### src/design/arld_pkg.sv
// shared types and constants for the audio ring drain block
// no dependencies; design files refer to this package by scoped names, the bench imports it
`default_nettype none

package arld_pkg;

   localparam int RING_FRAMES = 1024;
   localparam int RING_AW     = $clog2(RING_FRAMES);
   localparam int PERIOD_MAX  = 64;
   localparam int ENTRY_W     = 48;
   localparam int FIFO_DEPTH  = 8;
   localparam int FIFO_AW     = $clog2(FIFO_DEPTH);
   localparam int FIFO_CW     = $clog2(FIFO_DEPTH + 1);

   localparam logic [16:0] STALL_MAX = 17'h1FFFF;

   typedef enum logic [1:0] {
      REQ_PUSH    = 2'd0,
      REQ_STATUS  = 2'd1,
      REQ_CONSUME = 2'd2,
      REQ_NONE    = 2'd3
   } arld_req_code_type;

   typedef enum logic [1:0] {
      CSR_GRANTED_SESSION = 2'd0,
      CSR_STALL_LIMIT     = 2'd1,
      CSR_SAMPLE_FORMAT   = 2'd2,
      CSR_OUT_CHANNELS    = 2'd3
   } arld_csr_code_type;

   typedef enum logic [1:0] {
      FMT_INT16 = 2'd0,
      FMT_INT24 = 2'd1,
      FMT_INT32 = 2'd2,
      FMT_NONE  = 2'd3
   } arld_fmt_type;

   typedef enum logic [1:0] {
      ST_IDLE,
      ST_GATE,
      ST_DRAIN
   } arld_state_type;

   typedef struct packed {
      logic       from_ring;
      logic [5:0] frame_index;
      logic       last;
   } arld_meta_type;

   typedef struct packed {
      logic signed [31:0] ch0_word;
      logic signed [31:0] ch1_word;
      logic [5:0]         frame_index;
      logic               from_ring;
      logic               last;
   } arld_rsp_type;

endpackage

`default_nettype wire

### src/design/arld_out_fifo.sv
// small response queue between the scaler and the response channel
// depends on arld_pkg for the depth constants and the response struct
`default_nettype none

module arld_out_fifo (
   input  wire logic                   clock,
   input  wire logic                   reset,
   input  wire logic                   push,
   input  wire arld_pkg::arld_rsp_type push_data,
   output logic                        pop_valid,
   input  wire logic                   pop_ready,
   output arld_pkg::arld_rsp_type      pop_data
);

   arld_pkg::arld_rsp_type        slot [arld_pkg::FIFO_DEPTH];
   logic [arld_pkg::FIFO_AW-1:0]  wr_ptr_ff, wr_ptr_in;
   logic [arld_pkg::FIFO_AW-1:0]  rd_ptr_ff, rd_ptr_in;
   logic [arld_pkg::FIFO_CW-1:0]  count_ff, count_in;
   logic                          pop;

   assign pop       = pop_valid && pop_ready;
   assign pop_valid = (count_ff != '0);
   assign pop_data  = slot[rd_ptr_ff];

   always_comb begin
      wr_ptr_in = push ? wr_ptr_ff + 1'b1 : wr_ptr_ff;
      rd_ptr_in = pop ? rd_ptr_ff + 1'b1 : rd_ptr_ff;
      count_in  = count_ff;
      if (push && !pop) begin
         count_in = count_ff + 1'b1;
      end else if (pop && !push) begin
         count_in = count_ff - 1'b1;
      end
   end

   always_ff @(posedge clock) begin
      if (push) begin
         slot[wr_ptr_ff] <= push_data;
      end
   end

   always_ff @(posedge clock) begin
      if (reset) begin
         wr_ptr_ff <= '0;
         rd_ptr_ff <= '0;
         count_ff  <= '0;
      end else begin
         wr_ptr_ff <= wr_ptr_in;
         rd_ptr_ff <= rd_ptr_in;
         count_ff  <= count_in;
      end
   end

endmodule

`default_nettype wire

### config.mk
export PLATFORM = sky130hd
export DESIGN_NAME = arld_out_fifo
export DESIGN_NICKNAME = d
export VERILOG_FILES = /design/src/design/arld_pkg.sv /design/src/design/arld_out_fifo.sv
export SDC_FILE = /design/constraint.sdc
export NUM_CORES = 1
export LEC_CHECK = 0
export BUFFER_PORTS_ARGS = -buffer_cell sky130_fd_sc_hd__buf_2
export CAP_MARGIN = 20
export CORE_ASPECT_RATIO = 2
export CORE_UTILIZATION = 55
export CTS_CLUSTER_DIAMETER = 30
export DETAILED_ROUTE_END_ITERATION = 6
export PLACE_DENSITY = 0.82
export SYNTH_ARGS = -nofsm -noshare
export SYNTH_HDL_FRONTEND = slang
export SYNTH_SLANG_ARGS = --single-unit
### constraint.sdc
create_clock -name clock -period 12.4 [get_ports clock]
set_input_delay 0.62 -clock clock [delete_from_list [all_inputs] [get_ports clock]]
set_output_delay 0.62 -clock clock [all_outputs]
set_load 0.02 [all_outputs]
# After elaboration in Yosys (flattened, before gate mapping)
# Memory sizes are Yosys's and may differ from the RTL's. A register that Yosys moved wholly into a read port is not among the register bits.
# Index checks and enable logic that the tools add are counted.
# totals
romBits	0
mem_count	1
mem_bits_rw	576
input_bits	76
ff_bits	10
latch_bits	0
elab_cells	21
out_inout_bits	73
# mem_list
memory	words	width	rd	rd_ports_with_merged_regs	wr	line	text
slot	8	72	1	1	1	arld_out_fifo.sv:15	arld_pkg::arld_rsp_type slot [arld_pkg::FIFO_DEPTH];
# classes
bitwise	0
add_sub_neg	4
n_shift	0
eq_ne	0
magnitude_cmp	0
n_mul	0
reduce_logical	7
div_mod_pow	0
muxes	6
# ops
operator	count
$mux W4	2
$add A3 B1 Y3 const B	2
$mux W3	2
$add A4 B1 Y4 const B	1
$reduce_bool A4 Y1	1
$sub A4 B1 Y4 const B	1
$logic_and A1 B1 Y1	3
$logic_not A1 Y1	2
$mux W1	2
$reduce_bool A2 Y1	1

# Depth between registers and ports, before layout
# logic_depth
ltp_word	5
ltp_mapped	9
mapped_depth_nobuf	9

# Worst setup path before layout
# OpenSTA, ideal clock, no wires.
# synth_timing
path_kind	input port to flip-flop
from	input port push
to	memory slot[0][0] in the netlist's numbering, enable pin
arrival_time_ps	5601
path_slack_ps	6208
setup_ps	591
path_buffers	0
required_ps	11809
path_stages	2
cell_sequence	nand2b_1 -> nor3_1
# synth_between
elab_chain_cells	2
# synth_rtl
item	line	text
start: declaration	arld_out_fifo.sv:8	input wire logic push,
$mux W1	arld_out_fifo.sv:37	if (push) begin
$mux W1 (implied by the code)	arld_out_fifo.sv:38	slot[wr_ptr_ff] <= push_data;
end: declaration	arld_out_fifo.sv:15	
# Every way passes these cells.

==> impl_results.md <==
- Area Growth Syn to Fin: 13.7%
- Routed length per placed instance: between 20 and 30 µm
- Core box area: roughly 0.040 mm²
- Fillers: ~2.5k
- Synth Register Bits: between 500 and 600
- CP arrival: 3.50 ns
- Max_slew headroom: 0.313
- Hold Path Cell Cnt: 1
- Slowest CP cell: buf_4
- DR vias: 9865
- VDD IR-drop max: 0.122 mV
- TNS Setup: 0 ns
- Avg Cell Area, Syn: around 25 µm²
- Vias in the first global route: roughly 10k
- Register area: 0.0176 mm²
- Ratio of cells with drive above 1 in the final layout: 0.426
- Area leader, netlist: edfxtp_1
- Worst min path class: in2reg
- Die Area: 0.0417 mm²
- Max-Cap Viols: 0
- Fin crit period: approximately 4 ns
- Max Clock Skew: 0.0118 ns
- Post-Syn Area: 0.0225 mm²
- PwrDens: a little under 200 mW/mm²
- PostCTS Resize Cnt: 0
- Crit path max fanout: 50
- Mapped Cells: around 900
- Cts hold-fix bufs: 0
- Clock Tree Buf Depth: 3
- Area occupied by multi-input gates: around 0.0047 mm²
- Post-CTS setup buffers: 0
- Die height: approximately 290 µm
- Clk Latency, worst-skew pair: approximately 0.58 ns
- RSZ-0062 raised after global routing: no
- Max Slew Vio Count: 0
- Placed Cells: between 1.5k and 2k
- Synth area leaders: edfxtp_1, mux4_2, mux2_4
- Status: complete, no violations
- Non-Filler Instances: around 1.7k
- Tcrit/Tclk final: 0.332
- CTS tree: yes
- CTS sink cnt: between 500 and 600
- 1st-iter DRT viols: ~730
- Setup crit end kind: output pin
- Vias per cell: just under 6
- Drt drc: 0
- First-pass DRT Iterations: 5
- Startpoint types: register
- Initial core utilization: 0.559
- CTS Buf Count: 50
- Slew of the pin with the lowest slew margin: 1.03 ns
- Register area share after synthesis: 0.781
- GP Congestion: between 0.6 and 0.7
- Fmax: 243 MHz
- Total GRT Usage: 0.206
- Post-synth top area share: 0.769
- Synth Warn #: 0
- HPWL Detailed: approximately 22000 µm
- Largest net degree at the start of global routing: 57
- Final Hold Viols: 0
- Worst-path cell chain: buf_4 > mux4_2 > mux2_4 > buf_2
- Setup violations, final: 0
- Worst EP required: 11.78 ns
- Routed Antenna Nets: 0
- Initial antenna violation count: 11
- Grt ovf: 0
- Static leakage: approximately 0.008 µW
- Net Count, Synth: slightly below 1k
- First-pass GRT wire length: around 63000 µm
- Critical path type: reg2out
- CP peak stage delay: a little under 0.9 ns
- Worst Reg-to-Reg Cells: 9
- Port Buf Inserts: 148
- Distinct cells, synth: 27
- H-tree levels: 2
- Root Buffer: clkbuf_16
- Reg clk slew, reported paths: around 0.07 ns
- Nets: 1163
- # rows: about 100
- Die W: approximately 140 µm
- Total Wirelength: between 40000 and 50000 µm
- Boundary Pins: roughly 150
==> critical path, delay by kind of cell, from the launching register on <==
kind,cells,cell delay (ns)
buffers and inverters,2,1.06
multiplexers,2,0.93
flip-flops,1,0.88
==> final timing paths <==
| kind | start | endpoint | slack (ns) |
|---|---|---|---|
| hold / removal | push_data[18] | slot[6][18] | 0.31 |
| hold reg to reg | rd_ptr_ff[1] | register | 0.52 |
| setup / recovery | register | pop_data[17] | 8.28 |
| setup reg to reg | count_ff[1] | count_ff[3] | 9.71 |
==> flip-flops by register name (all words and copies together), names as in the netlist, named ones only <==
register   cells
rd_ptr_ff      3
wr_ptr_ff      3
count_ff       4
slot         576
==> power by group <==
group	total [µW]	internal [µW]	switching [µW]
combinational	1050	545	502
sequential	2320	2250	69.1
clock	1600	899	701
total	4960	3690	1270
==> cell type report <==
cell class                      instances  share of cell area
Antenna cell                            4            0.000392
Clock buffer                           60              0.0517
Clock inverter                         33              0.0148
Inverter                                1            0.000147
Multi-Input combinational cell        269               0.183
Sequential cell                       589               0.687
Tap cell                              530              0.0259
Timing Repair Buffer                  170              0.0367
==> through the flow <==
step           setup slack (ns)  area [µm²]  hold slack, ns   util  total power [µW]
2_1_floorplan              6.21       22500           0.454      -              3190
3_3_place_gp               8.73       23800           0.489  0.592              3390
3_5_place_dp               8.68       23800           0.506  0.592              3410
4_1_cts                    8.02       25500           0.276  0.634              5010
5_1_grt                    7.97       25600           0.296  0.635              5120
6_report                   8.28       25600           0.307  0.636              4960
==> metal layers <==
| layer | global-route usage | vias up | routed length (µm) |
|---|---|---|---|
| li1 | - | 4188 | - |
| met1 | 0.248 | 5228 | 15900 |
| met2 | 0.361 | 337 | 22400 |
| met3 | 0.0357 | 100 | 2240 |
| met4 | 0.0971 | 12 | 1600 |
| met5 | 0 | - | 71 |
==> synth_stat cells, drive strengths merged <==
library cell	count
nor3	2
nand3	3
a21oi	3
fa	1
nand2b	3
dfxtp	13
xor2	4
a31oi	1
mux4	144
clkbuf	12
mux2i	2
inv	1
xnor2	2
mux2	73
nand2	5
edfxtp	576
nor2	18
nor2b	1
or4	1
buf	30
a211oi	1
ha	5
==> kinds of logic after synthesis <==
kind of cell | synth area share
mux | 0.192
compound gates | 0.00128
buf+inv | 0.0135
simple gates | 0.00640
fa+ha+maj | 0.00367
flops | 0.781
xor+xnor | 0.00234
==> cells in the final DEF, fill, tap and decap left out, types with 4 or more instances in the layout <==
master	instances
edfxtp_1	576
inv_6	5
xor2_1	4
clkbuf_1	8
ha_1	5
nand2_1	5
buf_4	20
mux2_2	13
diode_2	4
clkinvlp_4	4
clkbuf_16	51
mux4_2	144
bufinv_16	6
nor2_4	6
clkinv_1	5
dfxtp_1	10
buf_2	148
mux2_4	60
clkinv_2	7
nor2_1	12
(Power assumes the default switching activity.)
