File: config.mk
export PLATFORM = sky130hd
export DESIGN_NAME = arld_scale
export DESIGN_NICKNAME = d
export VERILOG_FILES = /design/src/design/arld_pkg.sv /design/src/design/arld_scale.sv
export SDC_FILE = /design/constraint.sdc
export NUM_CORES = 1
export LEC_CHECK = 0
export BUFFER_PORTS_ARGS = -buffer_cell sky130_fd_sc_hd__buf_2
export CORE_ASPECT_RATIO = 1.75
export CORE_UTILIZATION = 54
export DETAILED_ROUTE_END_ITERATION = 10
export GPL_TIMING_DRIVEN = 0
export HOLD_SLACK_MARGIN = 0.1
export PLACE_DENSITY_LB_ADDON = 0.15
export SETUP_SLACK_MARGIN = 0.02
export SYNTH_ARGS = -nofsm -noshare
export SYNTH_HDL_FRONTEND = slang
export SYNTH_SLANG_ARGS = --single-unit
File: constraint.sdc
create_clock -name clock -period 5.4 [get_ports clock]
set_input_delay 1.08 -clock clock [delete_from_list [all_inputs] [get_ports clock]]
set_output_delay 1.08 -clock clock [all_outputs]
set_load 0.02 [all_outputs]
File: src/design/arld_pkg.sv
// shared types and constants for the audio ring drain block
// no dependencies; design files refer to this package by scoped names, the bench imports it
`default_nettype none

package arld_pkg;

   localparam int RING_FRAMES = 1024;
   localparam int RING_AW     = $clog2(RING_FRAMES);
   localparam int PERIOD_MAX  = 64;
   localparam int ENTRY_W     = 48;
   localparam int FIFO_DEPTH  = 8;
   localparam int FIFO_AW     = $clog2(FIFO_DEPTH);
   localparam int FIFO_CW     = $clog2(FIFO_DEPTH + 1);

   localparam logic [16:0] STALL_MAX = 17'h1FFFF;

   typedef enum logic [1:0] {
      REQ_PUSH    = 2'd0,
      REQ_STATUS  = 2'd1,
      REQ_CONSUME = 2'd2,
      REQ_NONE    = 2'd3
   } arld_req_code_type;

   typedef enum logic [1:0] {
      CSR_GRANTED_SESSION = 2'd0,
      CSR_STALL_LIMIT     = 2'd1,
      CSR_SAMPLE_FORMAT   = 2'd2,
      CSR_OUT_CHANNELS    = 2'd3
   } arld_csr_code_type;

   typedef enum logic [1:0] {
      FMT_INT16 = 2'd0,
      FMT_INT24 = 2'd1,
      FMT_INT32 = 2'd2,
      FMT_NONE  = 2'd3
   } arld_fmt_type;

   typedef enum logic [1:0] {
      ST_IDLE,
      ST_GATE,
      ST_DRAIN
   } arld_state_type;

   typedef struct packed {
      logic       from_ring;
      logic [5:0] frame_index;
      logic       last;
   } arld_meta_type;

   typedef struct packed {
      logic signed [31:0] ch0_word;
      logic signed [31:0] ch1_word;
      logic [5:0]         frame_index;
      logic               from_ring;
      logic               last;
   } arld_rsp_type;

endpackage

`default_nettype wire

File: src/design/arld_scale.sv
// three-stage sample scaler: magnitude, multiply by 2^b-1, shift and re-sign
// depends on arld_pkg for the format codes and the meta/response structs
`default_nettype none

module arld_scale (
   input  wire logic                   clock,
   input  wire logic                   reset,
   input  wire logic                   in_valid,
   input  wire arld_pkg::arld_meta_type in_meta,
   input  wire logic [47:0]            in_entry,
   input  wire logic [1:0]             sample_format,
   input  wire logic                   mono,
   output logic                        out_valid,
   output arld_pkg::arld_rsp_type      out_rsp
);

   // mag * (2^b - 1) as a shift and subtract
   function automatic logic [55:0] scale_prod(input logic [24:0] mag, input logic [1:0] fmt);
      logic [55:0] m;
      logic [55:0] p;
      m = {31'd0, mag};
      case (fmt)
         arld_pkg::FMT_INT16: p = (m << 15) - m;
         arld_pkg::FMT_INT24: p = (m << 23) - m;
         arld_pkg::FMT_INT32: p = (m << 31) - m;
         default:             p = '0;
      endcase
      return p;
   endfunction

   // stage 1: channel numerators and magnitudes
   logic                    s1_valid_ff;
   arld_pkg::arld_meta_type s1_meta_ff;
   logic [24:0]             s1_mag_a_ff, s1_mag_b_ff;
   logic                    s1_neg_a_ff, s1_neg_b_ff;
   logic signed [24:0]      num_a, num_b;

   // stage 2: products
   logic                    s2_valid_ff;
   arld_pkg::arld_meta_type s2_meta_ff;
   logic [55:0]             s2_prod_a_ff, s2_prod_b_ff;
   logic                    s2_neg_a_ff, s2_neg_b_ff;

   // stage 3: result
   logic                    s3_valid_ff;
   arld_pkg::arld_rsp_type  s3_rsp_ff, s3_rsp_in;
   logic [31:0]             q_a, q_b;

   always_comb begin
      num_b = 25'(signed'(in_entry[47:24]));
      if (mono) begin
         num_a = 25'(signed'(in_entry[23:0])) + num_b;
      end else begin
         num_a = 25'(signed'(in_entry[23:0]));
      end
   end

   always_ff @(posedge clock) begin
      s1_meta_ff  <= in_meta;
      s1_neg_a_ff <= num_a[24];
      s1_neg_b_ff <= num_b[24];
      s1_mag_a_ff <= num_a[24] ? 25'(-num_a) : 25'(num_a);
      s1_mag_b_ff <= num_b[24] ? 25'(-num_b) : 25'(num_b);

      s2_meta_ff   <= s1_meta_ff;
      s2_neg_a_ff  <= s1_neg_a_ff;
      s2_neg_b_ff  <= s1_neg_b_ff;
      s2_prod_a_ff <= scale_prod(s1_mag_a_ff, sample_format);
      s2_prod_b_ff <= scale_prod(s1_mag_b_ff, sample_format);

      s3_rsp_ff <= s3_rsp_in;
   end

   always_ff @(posedge clock) begin
      if (reset) begin
         s1_valid_ff <= 1'b0;
         s2_valid_ff <= 1'b0;
         s3_valid_ff <= 1'b0;
      end else begin
         s1_valid_ff <= in_valid;
         s2_valid_ff <= s1_valid_ff;
         s3_valid_ff <= s2_valid_ff;
      end
   end

   always_comb begin
      // mono sum carries one more fraction bit
      if (mono) begin
         q_a = s2_prod_a_ff[55:24];
      end else begin
         q_a = s2_prod_a_ff[54:23];
      end
      q_b = s2_prod_b_ff[54:23];

      s3_rsp_in.frame_index = s2_meta_ff.frame_index;
      s3_rsp_in.from_ring   = s2_meta_ff.from_ring;
      s3_rsp_in.last        = s2_meta_ff.last;
      s3_rsp_in.ch0_word    = '0;
      s3_rsp_in.ch1_word    = '0;
      if (s2_meta_ff.from_ring) begin
         s3_rsp_in.ch0_word = s2_neg_a_ff ? -q_a : q_a;
         if (!mono) begin
            s3_rsp_in.ch1_word = s2_neg_b_ff ? -q_b : q_b;
         end
      end
   end

   assign out_valid = s3_valid_ff;
   assign out_rsp   = s3_rsp_ff;

endmodule

`default_nettype wire

## Word level (Yosys, flattened, before mapping)

Index checks and enable logic that the tools add are counted.

| word-level totals | value |
|---|---|
| bits in registers | 256 |
| logic and storage cells | 48 |
| input bits | 62 |

| operators by class | value |
|---|---|
| mux-type cells | 8 |
| bitwise gates (word level) | 1 |
| reduce and logical (&&, ||, !) cells | 2 |
| eq/ne operators | 2 |
| $add $sub $neg | 11 |

Operators by type and width:

| cell | number |
|---|---|
| 56-bit one-hot mux with 3 select lines | 1 |
| 55-bit one-hot mux with 3 select lines | 1 |
| 48-bit by 25-bit subtractor with 49-bit output | 2 |
| 32-bit 2-to-1 mux | 3 |
| 40-bit by 25-bit subtractor with 41-bit output | 2 |
| 32-bit negation | 2 |
| 56-bit by 25-bit subtractor with 56-bit output | 1 |
| 55-bit by 25-bit subtractor with 55-bit output | 1 |
| 24-bit by 24-bit adder with 25-bit output | 1 |
| 25-bit 2-to-1 mux | 1 |
| 24-bit negation with 25-bit output | 1 |
| 25-bit negation | 1 |
| 24-bit 2-to-1 mux | 1 |
| 23-bit 2-to-1 mux | 1 |
| 2-bit by 1-bit == test with 1-bit output (second input constant) | 1 |
| 2-bit == test (second input constant) | 1 |
| 2-bit logical NOT | 1 |
| 2-bit OR reduction | 1 |
| 1-bit NOT | 1 |

## Longest topological paths before layout

| depth | value |
|---|---|
| word-level depth | 4 |
| mapped depth | 17 |
| gate-level depth less buffers | 13 |

## Worst setup path before layout

OpenSTA, ideal clock, no wires.

| timing | value |
|---|---|
| kind | input to register |
| from | input mono |
| to | register s3_rsp_ff (netlist bit out_rsp[60]) |
| path buffers | 6 |
| stages | 16 |
| data required time | 5.268 ns |
| arrival time | 4.978 ns |
| setup time | 0.132 ns |
| path slack | 0.290 ns |
| cell sequence | clkbuf_1 > clkbuf_1 > clkbuf_1 > clkbuf_1 > buf_1 > mux2i_1 > ha_1 > or3b_2 > clkbuf_1 > nor4_1 > nand3_1 > or3_1 > a21oi_1 > nor2_1 > o211ai_1 > a21oi_1 |

| between the ends | value |
|---|---|
| cells in the longest elaborated chain, start to end | 3 |

Ends and longest elaborated chain:

| what | line | text |
|---|---|---|
| start: declaration | arld_scale.sv:12 | `input wire logic mono,` |
| 32-bit 2-to-1 mux * | arld_scale.sv:88 | `if (mono) begin` |
| 32-bit negation | arld_scale.sv:101 | `s3_rsp_in.ch0_word = s2_neg_a_ff ? -q_a : q_a;` |
| 32-bit 2-to-1 mux * | arld_scale.sv:101 |  |
| end signal: assignment | arld_scale.sv:71 | `s3_rsp_ff <= s3_rsp_in;` |
| end: declaration | arld_scale.sv:46 | `arld_pkg::arld_rsp_type s3_rsp_ff, s3_rsp_in;` |

Mark *: on every way between the ends. The rest lies on a longest branch, timed or not.
A chain may end at the register's enable or synchronous reset.

## Worst setup path after layout

| timing | value |
|---|---|
| from | input mono |
| to | register s3_rsp_ff (netlist bit out_rsp[70]) |

The elaborated chain is that of the path after synthesis.

==> flow_metrics.py <==
metrics = {
    "power_and_ir_drop": {
        "seq_power_share_pct": 39.6,
        "ir_drop_mv": 0.2381,
        "power.switching_w": 0.001722,
        "swShare_pct": 34.86,
        "comb_power_share_pct": 30.7,
        "powerDensity_nw_per_um2": 337.0,
        "p_leak_nw": 5.981,
        "power.internal_w": 0.003218,
        "clkPwrFrac_pct": 29.7,
    },
    "die": {
        "num_rows": 74,
        "die_x_um": 118.9,
        "start_util_pct": 55.13,
        "die_area_sq_um": 24560,
        "io_pins": 135,
        "die_y_um": 206.6,
        "core_sq_um": 23430,
    },
    "hold_path": {
        "hp-start": "s1_meta_ff[6]$_DFF_P_",
        "whs_path_depth": 0,
        "hold_end": "s2_meta_ff[6]$_DFF_P_",
        "hp-class": "register to register",
    },
    "sta": {
        "layout_min_cycle_time_ns": 5.180,
        "fin_ws_ns": 0.2201,
        "slew-limit-headroom_pct": 13.74,
        "tightest_slew_ns": 1.282,
        "clock_skew_ns": 0.008983,
        "rsz0062_at_grt": "no",
        "finalHoldViolCount": 0,
        "hold_slack_ns": 0.3280,
        "setup_viol": 0,
        "slew_violations": 0,
        "fin_crit_sh_pct": 95.92,
        "fmax_mhz": 193.1,
    },
    "clock_network": {
        "root_buffer": "clkbuf_16",
        "clk_pin_slew_ns": 0.07,
        "clock_latency_ns": 0.51,
        "cts.sinks": 210,
        "cts_buffer_depth": 3,
        "cts_hold_buf": 0,
        "cts_tree": "yes",
        "cts_max_level": 1,
        "cts_buffers": 19,
    },
    "place": {
        "dpl_worst_slack_ns": -1.581,
        "placed_cell_area_sq_um": 13960,
        "place.gp.congestion": 1.022,
        "port_buffers": 133,
        "hpwlAfterDp_um": 34600,
        "post-place-cells": 2049,
    },
    "final_layout": {
        "drive_above_1_share_pct": 11.87,
        "num_antenna_cells": 0,
        "multi_input_area_sq_um": 8200,
        "syn2layout_area_growth_pct": 13.51,
        "fin_nets": 1879,
        "stdcell_count": 2081,
        "utilization_pct": 62.57,
        "n_fill_cell": 2177,
        "register_area_sq_um": 4204,
        "finalInstanceArea_sq_um": 14660,
    },
    "worst_setup_path": {
        "crit_start": "mono",
        "startpoint_type": "input pin",
        "crit_buf_inv": 6,
        "critPathKind": "input pin to register",
        "crit_path_frequent_cell": "clkbuf_1",
        "rr_startpoint": "s1_mag_a_ff[19]$_DFF_P_",
        "max_stage_delay_ns": 0.44,
        "rrSetupSlack_ns": 1.05,
        "end_kind": "register",
        "critPathSlowestCell": "or3b_2",
        "path_cells": "buf_2 -> clkbuf_4 -> clkbuf_1 -> buf_1 -> clkbuf_2 -> a21oi_1 -> ha_1 -> or3b_2 -> clkbuf_1 -> nor4_2 -> nand4_1 -> o21ai_1 -> o21ai_0 -> xnor2_1 -> and2_1",
        "r2r-end": "s2_prod_a_ff[43]$_DFF_P_",
        "arrival_ns": 5.58,
        "crit_family": "buffers and inverters",
        "worstRegToRegCells": 10,
        "required_ns": 5.80,
        "cp_max_fo": 19,
    },
    "yosys": {
        "ys_seq_area_share_pct": 32.55,
        "yosysTopAreaCell": "dfxtp_1",
        "synthArstFlopShare_pct": 0,
        "ys_seq_elements": 210,
        "syn_avg_cell_area_sq_um": 8.011,
        "ys_top_cells_by_area": "dfxtp_1 33%, xnor2_1 7.3%, ha_1 5.0%, nor2_1 4.7%, o21ai_0 4.5%",
        "synth_fp_nets": 1727,
        "netlist_area_sq_um": 12910,
        "yosys.area.top_type_share_pct": 32.55,
        "synth_ff_type": "dfxtp_1",
        "ys_top_cells_by_count": "210 x dfxtp_1, 161 x nor2_1, 118 x nand2_1, 117 x o21ai_0, 111 x a21oi_1",
        "synth_cell_types": 82,
        "synth_enable_flop_cells": 0,
        "synthCells": 1612,
        "ys_warn_count": 0,
        "yosysMostFrequentCell": "dfxtp_1",
    },
    "route": {
        "viasPerCell": 6.239,
        "wire_per_inst_um": 20.95,
        "drc": 0,
        "wl_um": 43590,
        "drt_iter0_drc": 1139,
        "ant_nets": 0,
        "via_count": 12980,
        "first_pass_iters": 6,
    },
    "grt": {
        "grt_pass1_vias": 12500,
        "grt_max_degree": 20,
        "antenna_found_initial": 0,
        "grt_pass1_wl_um": 66420,
        "grt_usage_pct": 34.90,
        "grt_overflow_total": 0,
    },
    "outcome": {
        "status": "complete, no violations",
    },
    "run": {
        "cap_violations": 0,
    },
}
==> metrics by stage <==
step | TNS, ns | power [W]
6_report | 0 | 0.004939
3_5_place_dp | -20.40 | 0.003462
5_1_grt | 0 | 0.005194
2_1_floorplan | 0 | 0.002982
3_3_place_gp | -21.86 | 0.003439
4_1_cts | 0 | 0.004938
==> timing repair <==
item,CTS,global route
endpoints found under the setup margin,15,3
setup buffers,0,0
gates resized for setup,3,4
==> state kept, by name, indices dropped and copies added (netlist names) <==
register,count
out_rsp,72
s2_prod_a_ff,33
s2_prod_b_ff,32
s1_mag_a_ff,25
s1_mag_b_ff,25
s1_meta_ff,8
s2_meta_ff,8
out_valid,1
s1_neg_a_ff,1
s1_neg_b_ff,1
s1_valid_ff,1
s2_neg_a_ff,1
s2_neg_b_ff,1
s2_valid_ff,1
==> cells in the final DEF (no fill, tap or decap), types with 6 or more instances in the layout <==
cell	instances
o21a_1	9
buf_1	6
o221ai_1	19
a21o_1	18
or2_2	16
o211ai_1	33
inv_1	43
nor3_1	38
and2_1	17
buf_2	134
a21boi_0	7
nand2b_1	11
xor2_1	66
or3_4	7
o21ai_0	116
o41ai_1	12
xnor2_1	107
a211oi_1	9
or3_1	44
ha_1	52
nand4_1	15
a21oi_1	111
or4_1	16
nand3_1	53
clkbuf_1	77
nor2b_1	21
nand2_1	118
dfxtp_1	210
a31oi_1	16
mux2i_1	16
a211o_1	10
and3_1	16
nor4_1	15
o31ai_1	19
nor2_1	161
clkbuf_16	19
o22ai_1	6
==> worst max path at each step <==
stage | to | slack [ns] | cells past startpoint
after global placement | out_rsp[70]$_SDFF_PN0_ | -1.60 | 16
after detailed placement | out_rsp[70]$_SDFF_PN0_ | -1.58 | 16
final | out_rsp[70]$_SDFF_PN0_ | 0.22 | 15
after global routing | out_rsp[60]$_SDFF_PN0_ | 0.08 | 16
after CTS | out_rsp[70]$_SDFF_PN0_ | 0.21 | 15
after floorplan | out_rsp[60]$_SDFF_PN0_ | 0.29 | 16
==> worst register-to-register path, delay by kind of cell, from the launching register on <==
family,cells,cell delay (ns)
simple gates,5,2.32
buf+inv,1,0.25
xor+xnor,1,0.33
compound gates,3,1.02
flops,1,0.30
==> power by group through the flow <==
stage               Combinational, W  Sequential [W]  Clock, W
floorplan                    0.00100         0.00198         0
global placement             0.00146         0.00198         0
detailed placement           0.00148         0.00198         0
CTS                          0.00149         0.00195   0.00150
global route                 0.00166         0.00197   0.00156
finish                       0.00151         0.00196   0.00147
==> layout make-up <==
class                   instances  share of cell area (%)
plain buffers                  87                   2.356
clock buffers                  24                   3.577
clock inverters                10                   1.152
inverters                      45                   1.152
multi-input cells            1268                   55.95
flip-flops and latches        210                   28.68
well taps                     304                   2.595
repair buffers                133                   4.541
==> routing by layer <==
layer	share of wire, %	track usage, %	routed length (um)	up-vias
met5	0	0	0	-
met4	8.2	27.31	3581	0
met3	5.6	3.984	2457	210
met2	51	65.64	22220	646
met1	35	34.82	15340	5980
li1	-	-	-	6148
==> logic make-up (layout without fill, tap and decap cells) <==
| group | after synthesis | in the layout | synth area share (%) |
|---|---|---|---|
| buffers and inverters | 134 | 299 | 3.992 |
| XOR/XNOR | 173 | 173 | 11.73 |
| multiplexers | 17 | 17 | 1.327 |
| AND/OR/NAND/NOR | 576 | 576 | 22.58 |
| AO/OA/AOI/OAI | 448 | 448 | 22.59 |
| flip-flops | 210 | 210 | 32.55 |
| other | 1 | 1 | 0.02904 |
| adder cells (fa/ha/maj) | 53 | 53 | 5.193 |
No activity file was read; power rests on OpenSTA's default activity.
